File: src/rtl/core/rvdec_pkg.sv
// ----------------------------------------------------------------------------
// rvdec_pkg
// Opcodes, instruction numbers, format codes and the decoded request type
// shared by the RV32IM instruction decoder.
// ----------------------------------------------------------------------------
package rvdec_pkg;

  localparam logic [6:0] OPC_LOAD   = 7'h03;
  localparam logic [6:0] OPC_OPIMM  = 7'h13;
  localparam logic [6:0] OPC_AUIPC  = 7'h17;
  localparam logic [6:0] OPC_STORE  = 7'h23;
  localparam logic [6:0] OPC_OP     = 7'h33;
  localparam logic [6:0] OPC_LUI    = 7'h37;
  localparam logic [6:0] OPC_BRANCH = 7'h63;
  localparam logic [6:0] OPC_JALR   = 7'h67;
  localparam logic [6:0] OPC_TRAP   = 7'h6B;
  localparam logic [6:0] OPC_JAL    = 7'h6F;
  localparam logic [6:0] OPC_SYSTEM = 7'h73;

  localparam logic [6:0] F7_BASE = 7'h00;
  localparam logic [6:0] F7_ALT  = 7'h20;
  localparam logic [6:0] F7_MULDIV = 7'h01;

  localparam logic [24:0] SYS_ECALL = 25'h0000000;
  localparam logic [24:0] SYS_MRET  = 25'h0604000;
  localparam logic [24:0] SYS_SRET  = 25'h0204000;

  localparam logic [2:0] FMT_NONE = 3'd0;
  localparam logic [2:0] FMT_I    = 3'd1;
  localparam logic [2:0] FMT_U    = 3'd2;
  localparam logic [2:0] FMT_S    = 3'd3;
  localparam logic [2:0] FMT_R    = 3'd4;
  localparam logic [2:0] FMT_J    = 3'd5;
  localparam logic [2:0] FMT_B    = 3'd6;

  localparam logic [5:0] OP_INVALID = 6'd0;
  localparam logic [5:0] OP_LB    = 6'd1;
  localparam logic [5:0] OP_LH    = 6'd2;
  localparam logic [5:0] OP_LW    = 6'd3;
  localparam logic [5:0] OP_LBU   = 6'd4;
  localparam logic [5:0] OP_LHU   = 6'd5;
  localparam logic [5:0] OP_SB    = 6'd6;
  localparam logic [5:0] OP_SH    = 6'd7;
  localparam logic [5:0] OP_SW    = 6'd8;
  localparam logic [5:0] OP_ADD   = 6'd9;
  localparam logic [5:0] OP_SUB   = 6'd10;
  localparam logic [5:0] OP_SLL   = 6'd11;
  localparam logic [5:0] OP_SLT   = 6'd12;
  localparam logic [5:0] OP_SLTU  = 6'd13;
  localparam logic [5:0] OP_XOR   = 6'd14;
  localparam logic [5:0] OP_SRL   = 6'd15;
  localparam logic [5:0] OP_SRA   = 6'd16;
  localparam logic [5:0] OP_OR    = 6'd17;
  localparam logic [5:0] OP_AND   = 6'd18;
  localparam logic [5:0] OP_MUL   = 6'd19;
  localparam logic [5:0] OP_MULH  = 6'd20;
  localparam logic [5:0] OP_MULHU = 6'd21;
  localparam logic [5:0] OP_DIV   = 6'd22;
  localparam logic [5:0] OP_DIVU  = 6'd23;
  localparam logic [5:0] OP_REM   = 6'd24;
  localparam logic [5:0] OP_REMU  = 6'd25;
  localparam logic [5:0] OP_ADDI  = 6'd26;
  localparam logic [5:0] OP_SLTI  = 6'd27;
  localparam logic [5:0] OP_SLTIU = 6'd28;
  localparam logic [5:0] OP_XORI  = 6'd29;
  localparam logic [5:0] OP_ORI   = 6'd30;
  localparam logic [5:0] OP_ANDI  = 6'd31;
  localparam logic [5:0] OP_SLLI  = 6'd32;
  localparam logic [5:0] OP_SRLI  = 6'd33;
  localparam logic [5:0] OP_SRAI  = 6'd34;
  localparam logic [5:0] OP_BEQ   = 6'd35;
  localparam logic [5:0] OP_BNE   = 6'd36;
  localparam logic [5:0] OP_BLT   = 6'd37;
  localparam logic [5:0] OP_BGE   = 6'd38;
  localparam logic [5:0] OP_BLTU  = 6'd39;
  localparam logic [5:0] OP_BGEU  = 6'd40;
  localparam logic [5:0] OP_ECALL = 6'd41;
  localparam logic [5:0] OP_MRET  = 6'd42;
  localparam logic [5:0] OP_SRET  = 6'd43;
  localparam logic [5:0] OP_CSRRW = 6'd44;
  localparam logic [5:0] OP_CSRRS = 6'd45;
  localparam logic [5:0] OP_AUIPC = 6'd46;
  localparam logic [5:0] OP_LUI   = 6'd47;
  localparam logic [5:0] OP_JAL   = 6'd48;
  localparam logic [5:0] OP_JALR  = 6'd49;
  localparam logic [5:0] OP_TRAP  = 6'd50;

  typedef struct packed {
    logic [5:0]         op;
    logic [2:0]         fmt;
    logic [4:0]         src1;
    logic [4:0]         src2;
    logic [4:0]         dest;
    logic signed [31:0] imm;
    logic               disc;
  } dec_t;

endpackage

File: src/rtl/core/rvdec_decode.sv
// ----------------------------------------------------------------------------
// rvdec_decode
// Pattern match of one instruction word to instruction number, format,
// register indices, sign-extended immediate and discarded-write flag.
// ----------------------------------------------------------------------------
module rvdec_decode (
  input  logic [31:0]      word,
  output rvdec_pkg::dec_t  res
);

  logic [6:0]  opc;
  logic [2:0]  f3;
  logic [6:0]  f7;
  logic [24:0] above;
  logic [4:0]  rd;
  logic [4:0]  rs1;
  logic [4:0]  rs2;
  logic [5:0]  op;
  logic [2:0]  fmt;

  assign opc   = word[6:0];
  assign f3    = word[14:12];
  assign f7    = word[31:25];
  assign above = word[31:7];
  assign rd    = word[11:7];
  assign rs1   = word[19:15];
  assign rs2   = word[24:20];

  always_comb begin
    op  = rvdec_pkg::OP_INVALID;
    fmt = rvdec_pkg::FMT_NONE;
    unique case (opc)
      rvdec_pkg::OPC_LOAD: begin
        fmt = rvdec_pkg::FMT_I;
        unique case (f3)
          3'd0:    op = rvdec_pkg::OP_LB;
          3'd1:    op = rvdec_pkg::OP_LH;
          3'd2:    op = rvdec_pkg::OP_LW;
          3'd4:    op = rvdec_pkg::OP_LBU;
          3'd5:    op = rvdec_pkg::OP_LHU;
          default: op = rvdec_pkg::OP_INVALID;
        endcase
      end
      rvdec_pkg::OPC_STORE: begin
        fmt = rvdec_pkg::FMT_S;
        unique case (f3)
          3'd0:    op = rvdec_pkg::OP_SB;
          3'd1:    op = rvdec_pkg::OP_SH;
          3'd2:    op = rvdec_pkg::OP_SW;
          default: op = rvdec_pkg::OP_INVALID;
        endcase
      end
      rvdec_pkg::OPC_OP: begin
        fmt = rvdec_pkg::FMT_R;
        if (f7 == rvdec_pkg::F7_BASE) begin
          unique case (f3)
            3'd0:    op = rvdec_pkg::OP_ADD;
            3'd1:    op = rvdec_pkg::OP_SLL;
            3'd2:    op = rvdec_pkg::OP_SLT;
            3'd3:    op = rvdec_pkg::OP_SLTU;
            3'd4:    op = rvdec_pkg::OP_XOR;
            3'd5:    op = rvdec_pkg::OP_SRL;
            3'd6:    op = rvdec_pkg::OP_OR;
            default: op = rvdec_pkg::OP_AND;
          endcase
        end else if (f7 == rvdec_pkg::F7_ALT) begin
          unique case (f3)
            3'd0:    op = rvdec_pkg::OP_SUB;
            3'd5:    op = rvdec_pkg::OP_SRA;
            default: op = rvdec_pkg::OP_INVALID;
          endcase
        end else if (f7 == rvdec_pkg::F7_MULDIV) begin
          unique case (f3)
            3'd0:    op = rvdec_pkg::OP_MUL;
            3'd1:    op = rvdec_pkg::OP_MULH;
            3'd3:    op = rvdec_pkg::OP_MULHU;
            3'd4:    op = rvdec_pkg::OP_DIV;
            3'd5:    op = rvdec_pkg::OP_DIVU;
            3'd6:    op = rvdec_pkg::OP_REM;
            3'd7:    op = rvdec_pkg::OP_REMU;
            default: op = rvdec_pkg::OP_INVALID;
          endcase
        end
      end
      rvdec_pkg::OPC_OPIMM: begin
        fmt = rvdec_pkg::FMT_I;
        unique case (f3)
          3'd0: op = rvdec_pkg::OP_ADDI;
          3'd2: op = rvdec_pkg::OP_SLTI;
          3'd3: op = rvdec_pkg::OP_SLTIU;
          3'd4: op = rvdec_pkg::OP_XORI;
          3'd6: op = rvdec_pkg::OP_ORI;
          3'd7: op = rvdec_pkg::OP_ANDI;
          3'd1: op = (f7 == rvdec_pkg::F7_BASE) ? rvdec_pkg::OP_SLLI : rvdec_pkg::OP_INVALID;
          default: begin
            if (f7 == rvdec_pkg::F7_BASE) op = rvdec_pkg::OP_SRLI;
            else if (f7 == rvdec_pkg::F7_ALT) op = rvdec_pkg::OP_SRAI;
            else op = rvdec_pkg::OP_INVALID;
          end
        endcase
      end
      rvdec_pkg::OPC_BRANCH: begin
        fmt = rvdec_pkg::FMT_B;
        unique case (f3)
          3'd0:    op = rvdec_pkg::OP_BEQ;
          3'd1:    op = rvdec_pkg::OP_BNE;
          3'd4:    op = rvdec_pkg::OP_BLT;
          3'd5:    op = rvdec_pkg::OP_BGE;
          3'd6:    op = rvdec_pkg::OP_BLTU;
          3'd7:    op = rvdec_pkg::OP_BGEU;
          default: op = rvdec_pkg::OP_INVALID;
        endcase
      end
      rvdec_pkg::OPC_SYSTEM: begin
        fmt = rvdec_pkg::FMT_I;
        if (above == rvdec_pkg::SYS_ECALL) op = rvdec_pkg::OP_ECALL;
        else if (above == rvdec_pkg::SYS_MRET) op = rvdec_pkg::OP_MRET;
        else if (above == rvdec_pkg::SYS_SRET) op = rvdec_pkg::OP_SRET;
        else if (f3 == 3'd1) op = rvdec_pkg::OP_CSRRW;
        else if (f3 == 3'd2) op = rvdec_pkg::OP_CSRRS;
        else op = rvdec_pkg::OP_INVALID;
      end
      rvdec_pkg::OPC_AUIPC: begin
        fmt = rvdec_pkg::FMT_U;
        op  = rvdec_pkg::OP_AUIPC;
      end
      rvdec_pkg::OPC_LUI: begin
        fmt = rvdec_pkg::FMT_U;
        op  = rvdec_pkg::OP_LUI;
      end
      rvdec_pkg::OPC_JAL: begin
        fmt = rvdec_pkg::FMT_J;
        op  = rvdec_pkg::OP_JAL;
      end
      rvdec_pkg::OPC_JALR: begin
        fmt = rvdec_pkg::FMT_I;
        op  = (f3 == 3'd0) ? rvdec_pkg::OP_JALR : rvdec_pkg::OP_INVALID;
      end
      rvdec_pkg::OPC_TRAP: begin
        fmt = rvdec_pkg::FMT_NONE;
        op  = rvdec_pkg::OP_TRAP;
      end
      default: begin
        fmt = rvdec_pkg::FMT_NONE;
        op  = rvdec_pkg::OP_INVALID;
      end
    endcase
    if (op == rvdec_pkg::OP_INVALID) fmt = rvdec_pkg::FMT_NONE;
  end

  always_comb begin
    res      = '0;
    res.op   = op;
    res.fmt  = fmt;
    unique case (fmt)
      rvdec_pkg::FMT_I: begin
        res.src1 = rs1;
        res.dest = rd;
        res.disc = (rd == 5'd0);
        res.imm  = {{20{word[31]}}, word[31:20]};
      end
      rvdec_pkg::FMT_U: begin
        res.dest = rd;
        res.disc = (rd == 5'd0);
        res.imm  = {word[31:12], 12'd0};
      end
      rvdec_pkg::FMT_S: begin
        res.src1 = rs1;
        res.dest = rs2;
        res.imm  = {{20{word[31]}}, word[31:25], word[11:7]};
      end
      rvdec_pkg::FMT_R: begin
        res.src1 = rs1;
        res.src2 = rs2;
        res.dest = rd;
        res.disc = (rd == 5'd0);
      end
      rvdec_pkg::FMT_J: begin
        res.dest = rd;
        res.disc = (rd == 5'd0);
        res.imm  = {{12{word[31]}}, word[19:12], word[20], word[30:21], 1'b0};
      end
      rvdec_pkg::FMT_B: begin
        res.src1 = rs1;
        res.src2 = rs2;
        res.imm  = {{20{word[31]}}, word[7], word[30:25], word[11:8], 1'b0};
      end
      default: begin
        res.src1 = 5'd0;
      end
    endcase
  end

endmodule

File: src/rtl/core/rv32im_instruction_decoder_unit.sv
// ----------------------------------------------------------------------------
// rv32im_instruction_decoder_unit
// RV32IM instruction decoder: one instruction word in, one decoded request
// out, through an input register and a result register.
//
//   channel | signals                                        | dir
//   --------+------------------------------------------------+----
//   in      | in_valid, in_stall, instr_word                 | in
//   out     | out_valid, out_stall, op_number, format,       | out
//           | src1_index, src2_index, dest_index, immediate, |
//           | dest_discarded                                 |
//
// One request per cycle sustained while out_stall is low.
// The decode sits between the input register and the result register.
// A stalled result holds the result stage; the input stage fills and then
// holds, so in_stall rises only when both are full.
// Synchronous reset empties both stages.
// ----------------------------------------------------------------------------
module rv32im_instruction_decoder_unit (
  input  logic               clk,
  input  logic               rst,
  input  logic               in_valid,
  output logic               in_stall,
  input  logic [31:0]        instr_word,
  output logic               out_valid,
  input  logic               out_stall,
  output logic [5:0]         op_number,
  output logic [2:0]         format,
  output logic [4:0]         src1_index,
  output logic [4:0]         src2_index,
  output logic [4:0]         dest_index,
  output logic signed [31:0] immediate,
  output logic               dest_discarded
);

  logic            word_valid;
  logic [31:0]     word;
  logic            res_valid;
  rvdec_pkg::dec_t res;
  rvdec_pkg::dec_t res_next;
  logic            res_hold;
  logic            word_hold;

  rvdec_decode u_decode (
    .word (word),
    .res  (res_next)
  );

  assign res_hold  = res_valid && out_stall;
  assign word_hold = word_valid && res_hold;
  assign in_stall  = word_hold;

  always_ff @(posedge clk) begin
    if (rst) begin
      word_valid <= 1'b0;
      res_valid  <= 1'b0;
    end else begin
      if (!word_hold) word_valid <= in_valid;
      if (!res_hold) res_valid <= word_valid;
    end
  end

  always_ff @(posedge clk) begin
    if (!word_hold && in_valid) word <= instr_word;
    if (!res_hold && word_valid) res <= res_next;
  end

  assign out_valid      = res_valid;
  assign op_number      = res.op;
  assign format         = res.fmt;
  assign src1_index     = res.src1;
  assign src2_index     = res.src2;
  assign dest_index     = res.dest;
  assign immediate      = res.imm;
  assign dest_discarded = res.disc;

endmodule

File: config.mk
export PLATFORM = sky130hd
export DESIGN_NAME = rv32im_instruction_decoder_unit
export DESIGN_NICKNAME = d
export VERILOG_FILES = /design/src/rtl/core/rvdec_pkg.sv /design/src/rtl/core/rvdec_decode.sv /design/src/rtl/core/rv32im_instruction_decoder_unit.sv
export SDC_FILE = /design/constraint.sdc
export NUM_CORES = 1
export LEC_CHECK = 0
export BUFFER_PORTS_ARGS = -buffer_cell sky130_fd_sc_hd__buf_2
export CELL_PAD_IN_SITES_DETAIL_PLACEMENT = 1
export CELL_PAD_IN_SITES_GLOBAL_PLACEMENT = 1
export CORE_ASPECT_RATIO = 1.1
export CORE_MARGIN = 10
export CORE_UTILIZATION = 45
export DETAILED_ROUTE_END_ITERATION = 16
export GPL_TIMING_DRIVEN = 0
export PLACE_DENSITY = 0.78
export SLEW_MARGIN = 20
export SYNTH_ARGS = -nofsm -noshare
export SYNTH_HDL_FRONTEND = slang
export SYNTH_SLANG_ARGS = --single-unit
File: constraint.sdc
create_clock -name clk -period 13.2 [get_ports clk]
set_input_delay 1.32 -clock clk [delete_from_list [all_inputs] [get_ports clk]]
set_output_delay 1.32 -clock clk [all_outputs]
set_load 0.02 [all_outputs]
==> results_dict.tcl <==
set metrics [dict create \
    worstPathArrival_ns 4.37 \
    syn_avg_cell_area_um2 11.8 \
    critPathRequiredTime_ns 13.32 \
    yosys_warnings 0 \
    whs_ns 0.507 \
    start_kind "flip-flop" \
    leakage_nw 2.05 \
    slowest_stage "edfxtp_1" \
    synth-main-ff-cell "edfxtp_1" \
    finalCriticalPeriod_ns 4.25 \
    clkSinkCount 91 \
    root_buffer "clkbuf_8" \
    drive_above_1_share_pct 27.3 \
    skew_ns 0.0138 \
    vias 3660 \
    fin_nets 536 \
    worst_pin_slew_ns 0.988 \
    cts_setup_buffers 0 \
    coreArea_um2 9890 \
    synth_seq_cells 91 \
    multi_input_area_um2 1710 \
    synth_edf_count 89 \
    cts_buffers 9 \
    regArea_um2 2710 \
    ys_types 67 \
    first_pass_iters 5 \
    fill_cells 1103 \
    timing_worst_setup_path_type "flip-flop to flip-flop" \
    clk_latency_ns 0.37 \
    diodes 0 \
    rsz0062_at_grt "no" \
    syn_inst 385 \
    rows 38 \
    grt_pass1_vias 3877 \
    hold_violations 0 \
    grt_max_degree 27 \
    crit_path_max_fanout 11 \
    hold_class "flip-flop to flip-flop" \
    synth_area_um2 4560 \
    min_period_over_period_pct 32.2 \
    grt_use_total_pct 19.2 \
    ant_nets 0 \
    port_buffers 94 \
    die_area_um2 14600 \
    ys_async_sr_fraction_pct 0 \
    vdd_drop_max_v 0.0000542 \
    max-slew-margin-rel_pct 33.3 \
    area_delta_synth_final_pct 20.1 \
    routed_wl_mm 14.1 \
    cap_violations 0 \
    cts_tree "yes" \
    antenna_found_initial 0 \
    place_area_um2 5280 \
    slew_viol_final 0 \
    vias_per_cell 5.92 \
    start_util_pct 46.1 \
    path_cells "buf_2, inv_1, ha_1, nor4b_1, nand4_1, o2111ai_1, or3b_1, or3_4, nor3_4, o21ai_4, buf_6, a22o_1" \
    io-pin-count 95 \
    fmax_mhz 235 \
    syn_nets 428 \
    cts_max_path_buffers 2 \
    drt_iter0_markers 244 \
    setup_viol 0 \
    routedWlPerCell_um 22.8 \
    dpl.hpwl_mm 10.8 \
    fin_area_um2 5470 \
    grt_pass1_wl_mm 21.8 \
    ctsHoldBuffers 0 \
    overflow 0 \
    place.gp.congestion 0.929 \
    die_y_um 126 \
    end_kind "flip-flop" \
    slowest_delay_ns 0.57 \
    dieWidth_um 116 \
    synth-seq-area-share_pct 59.5 \
    status "finished clean" \
    cts-resized-gates 0 \
    clk_pin_slew_ns 0.10 \
    h-tree-depth 3 \
    power.density_nw_per_um2 111 \
    tns_ns 0 \
    power_uw 610 \
    drc 0 \
]
[path summary, 6_finish.rpt]
check	slack [ns]	from	cells after the start	to
min	0.51	word_valid	2	out_valid
min reg2reg	0.51	word_valid	2	out_valid
max	8.95	word[13]	12	immediate[20]
max reg2reg	8.95	word[13]	12	immediate[20]
[cells in the final DEF (no fill, tap or decap), types with 2 or more instances in the layout]
cell          n
buf_2       102
edfxtp_1     89
nor2_1       30
nand2_1      29
inv_1        16
nand3_1      16
a21oi_1      15
and2_1       15
clkbuf_1     12
a22o_1       12
nor3_1       10
o21ai_0       9
clkbuf_8      9
nor2b_1       8
nor4_1        8
ha_1          7
and3_1        5
nand2b_1      5
or3_1         5
a211oi_1      5
o2bb2ai_1     5
a21o_1        5
and3b_1       4
nand4_1       4
nand3b_1      4
o211ai_1      4
o22ai_1       4
o221ai_1      3
o31ai_1       3
buf_16        3
nor3b_1       2
o41ai_1       2
nor4b_1       2
or3b_2        2
mux2i_1       2
or2_2         2
clkinvlp_4    2
dfxtp_1       2
[registers in the layout, indices dropped and copies added, names as in the netlist, 3 cells and up]
signal	cells
word	32
dest_index	5
src1_index	5
immediate	32
src2_index	5
format	3
op_number	6
[final cells by class]
cell class | instances | area share (%)
sequential | 91 | 49.6
clock buffer | 11 | 2.40
buffer | 19 | 1.62
timing repair buffer | 97 | 10.1
multi-input combinational | 259 | 31.3
inverter | 16 | 1.10
clock inverter | 5 | 1.14
tap | 120 | 2.74
[power breakdown]
group	total [mW]	internal [mW]	switching (mW)
clock network	0.192	0.0887	0.103
logic	0.0746	0.0255	0.0491
registers	0.344	0.333	0.0110
[synth_stat cells, types with 3 or more instances]
cell type	n	share of area, %
inv_1	16	1.3
nor2_1	30	2.5
a21oi_1	15	1.6
o221ai_1	3	0.58
clkbuf_1	10	0.82
buf_2	8	0.88
a22o_1	12	2.3
nand4_1	4	0.55
nor2b_1	9	1.2
a211oi_1	5	0.82
or3_1	5	0.69
a21o_1	5	0.82
nor4_1	8	1.1
o22ai_1	4	0.55
nand3b_1	4	0.66
and3_1	5	0.69
nand2_1	29	2.4
and2_1	15	2.1
and3b_1	4	0.77
nand2b_1	5	0.69
o21ai_0	9	0.99
edfxtp_1	89	59
nand3_1	16	1.8
o31ai_1	3	0.49
o211ai_1	4	0.66
o2bb2ai_1	5	0.96
ha_1	7	1.9
nor3_1	10	1.1
[critical path, delay by kind of cell, from the launching register on]
kind | cells | cell delay [ns]
and+or+nand+nor | 5 | 1.79
buffers and inverters | 3 | 0.65
AOI/OAI and AO/OA | 3 | 0.60
DFF | 1 | 0.57
adders and majority gates | 1 | 0.39
[routing by layer]
metal,vias to the layer above,global-route usage [%],routed length (um)
met5,-,0,0
met4,0,6.78,302
met3,22,3.73,821
met2,135,32.8,7110
met1,1812,23.4,5830
li1,1691,-,-
[logic make-up (layout without fill, tap and decap cells)]
family	Yosys count	in the layout	share of synthesized area (%)
mux	2	2	0.439
xor+xnor	1	1	0.192
buf+inv	35	148	3.27
flops	91	91	59.5
fa+ha+maj	7	7	1.92
compound gates	87	87	14.4
simple gates	162	162	20.2
[stage by stage]
| step | std cells | utilization [%] | setup slack, ns |
|---|---|---|---|
| after floorplan | 385 | - | 7.15 |
| after global placement | 599 | 52.3 | 5.88 |
| after detailed placement | 602 | 53.4 | 9.00 |
| after CTS | 618 | 55.3 | 8.97 |
| after global routing | 618 | 55.3 | 8.69 |
| final | 618 | 55.3 | 8.95 |
Note: power is estimated with default switching activity, not from simulation.
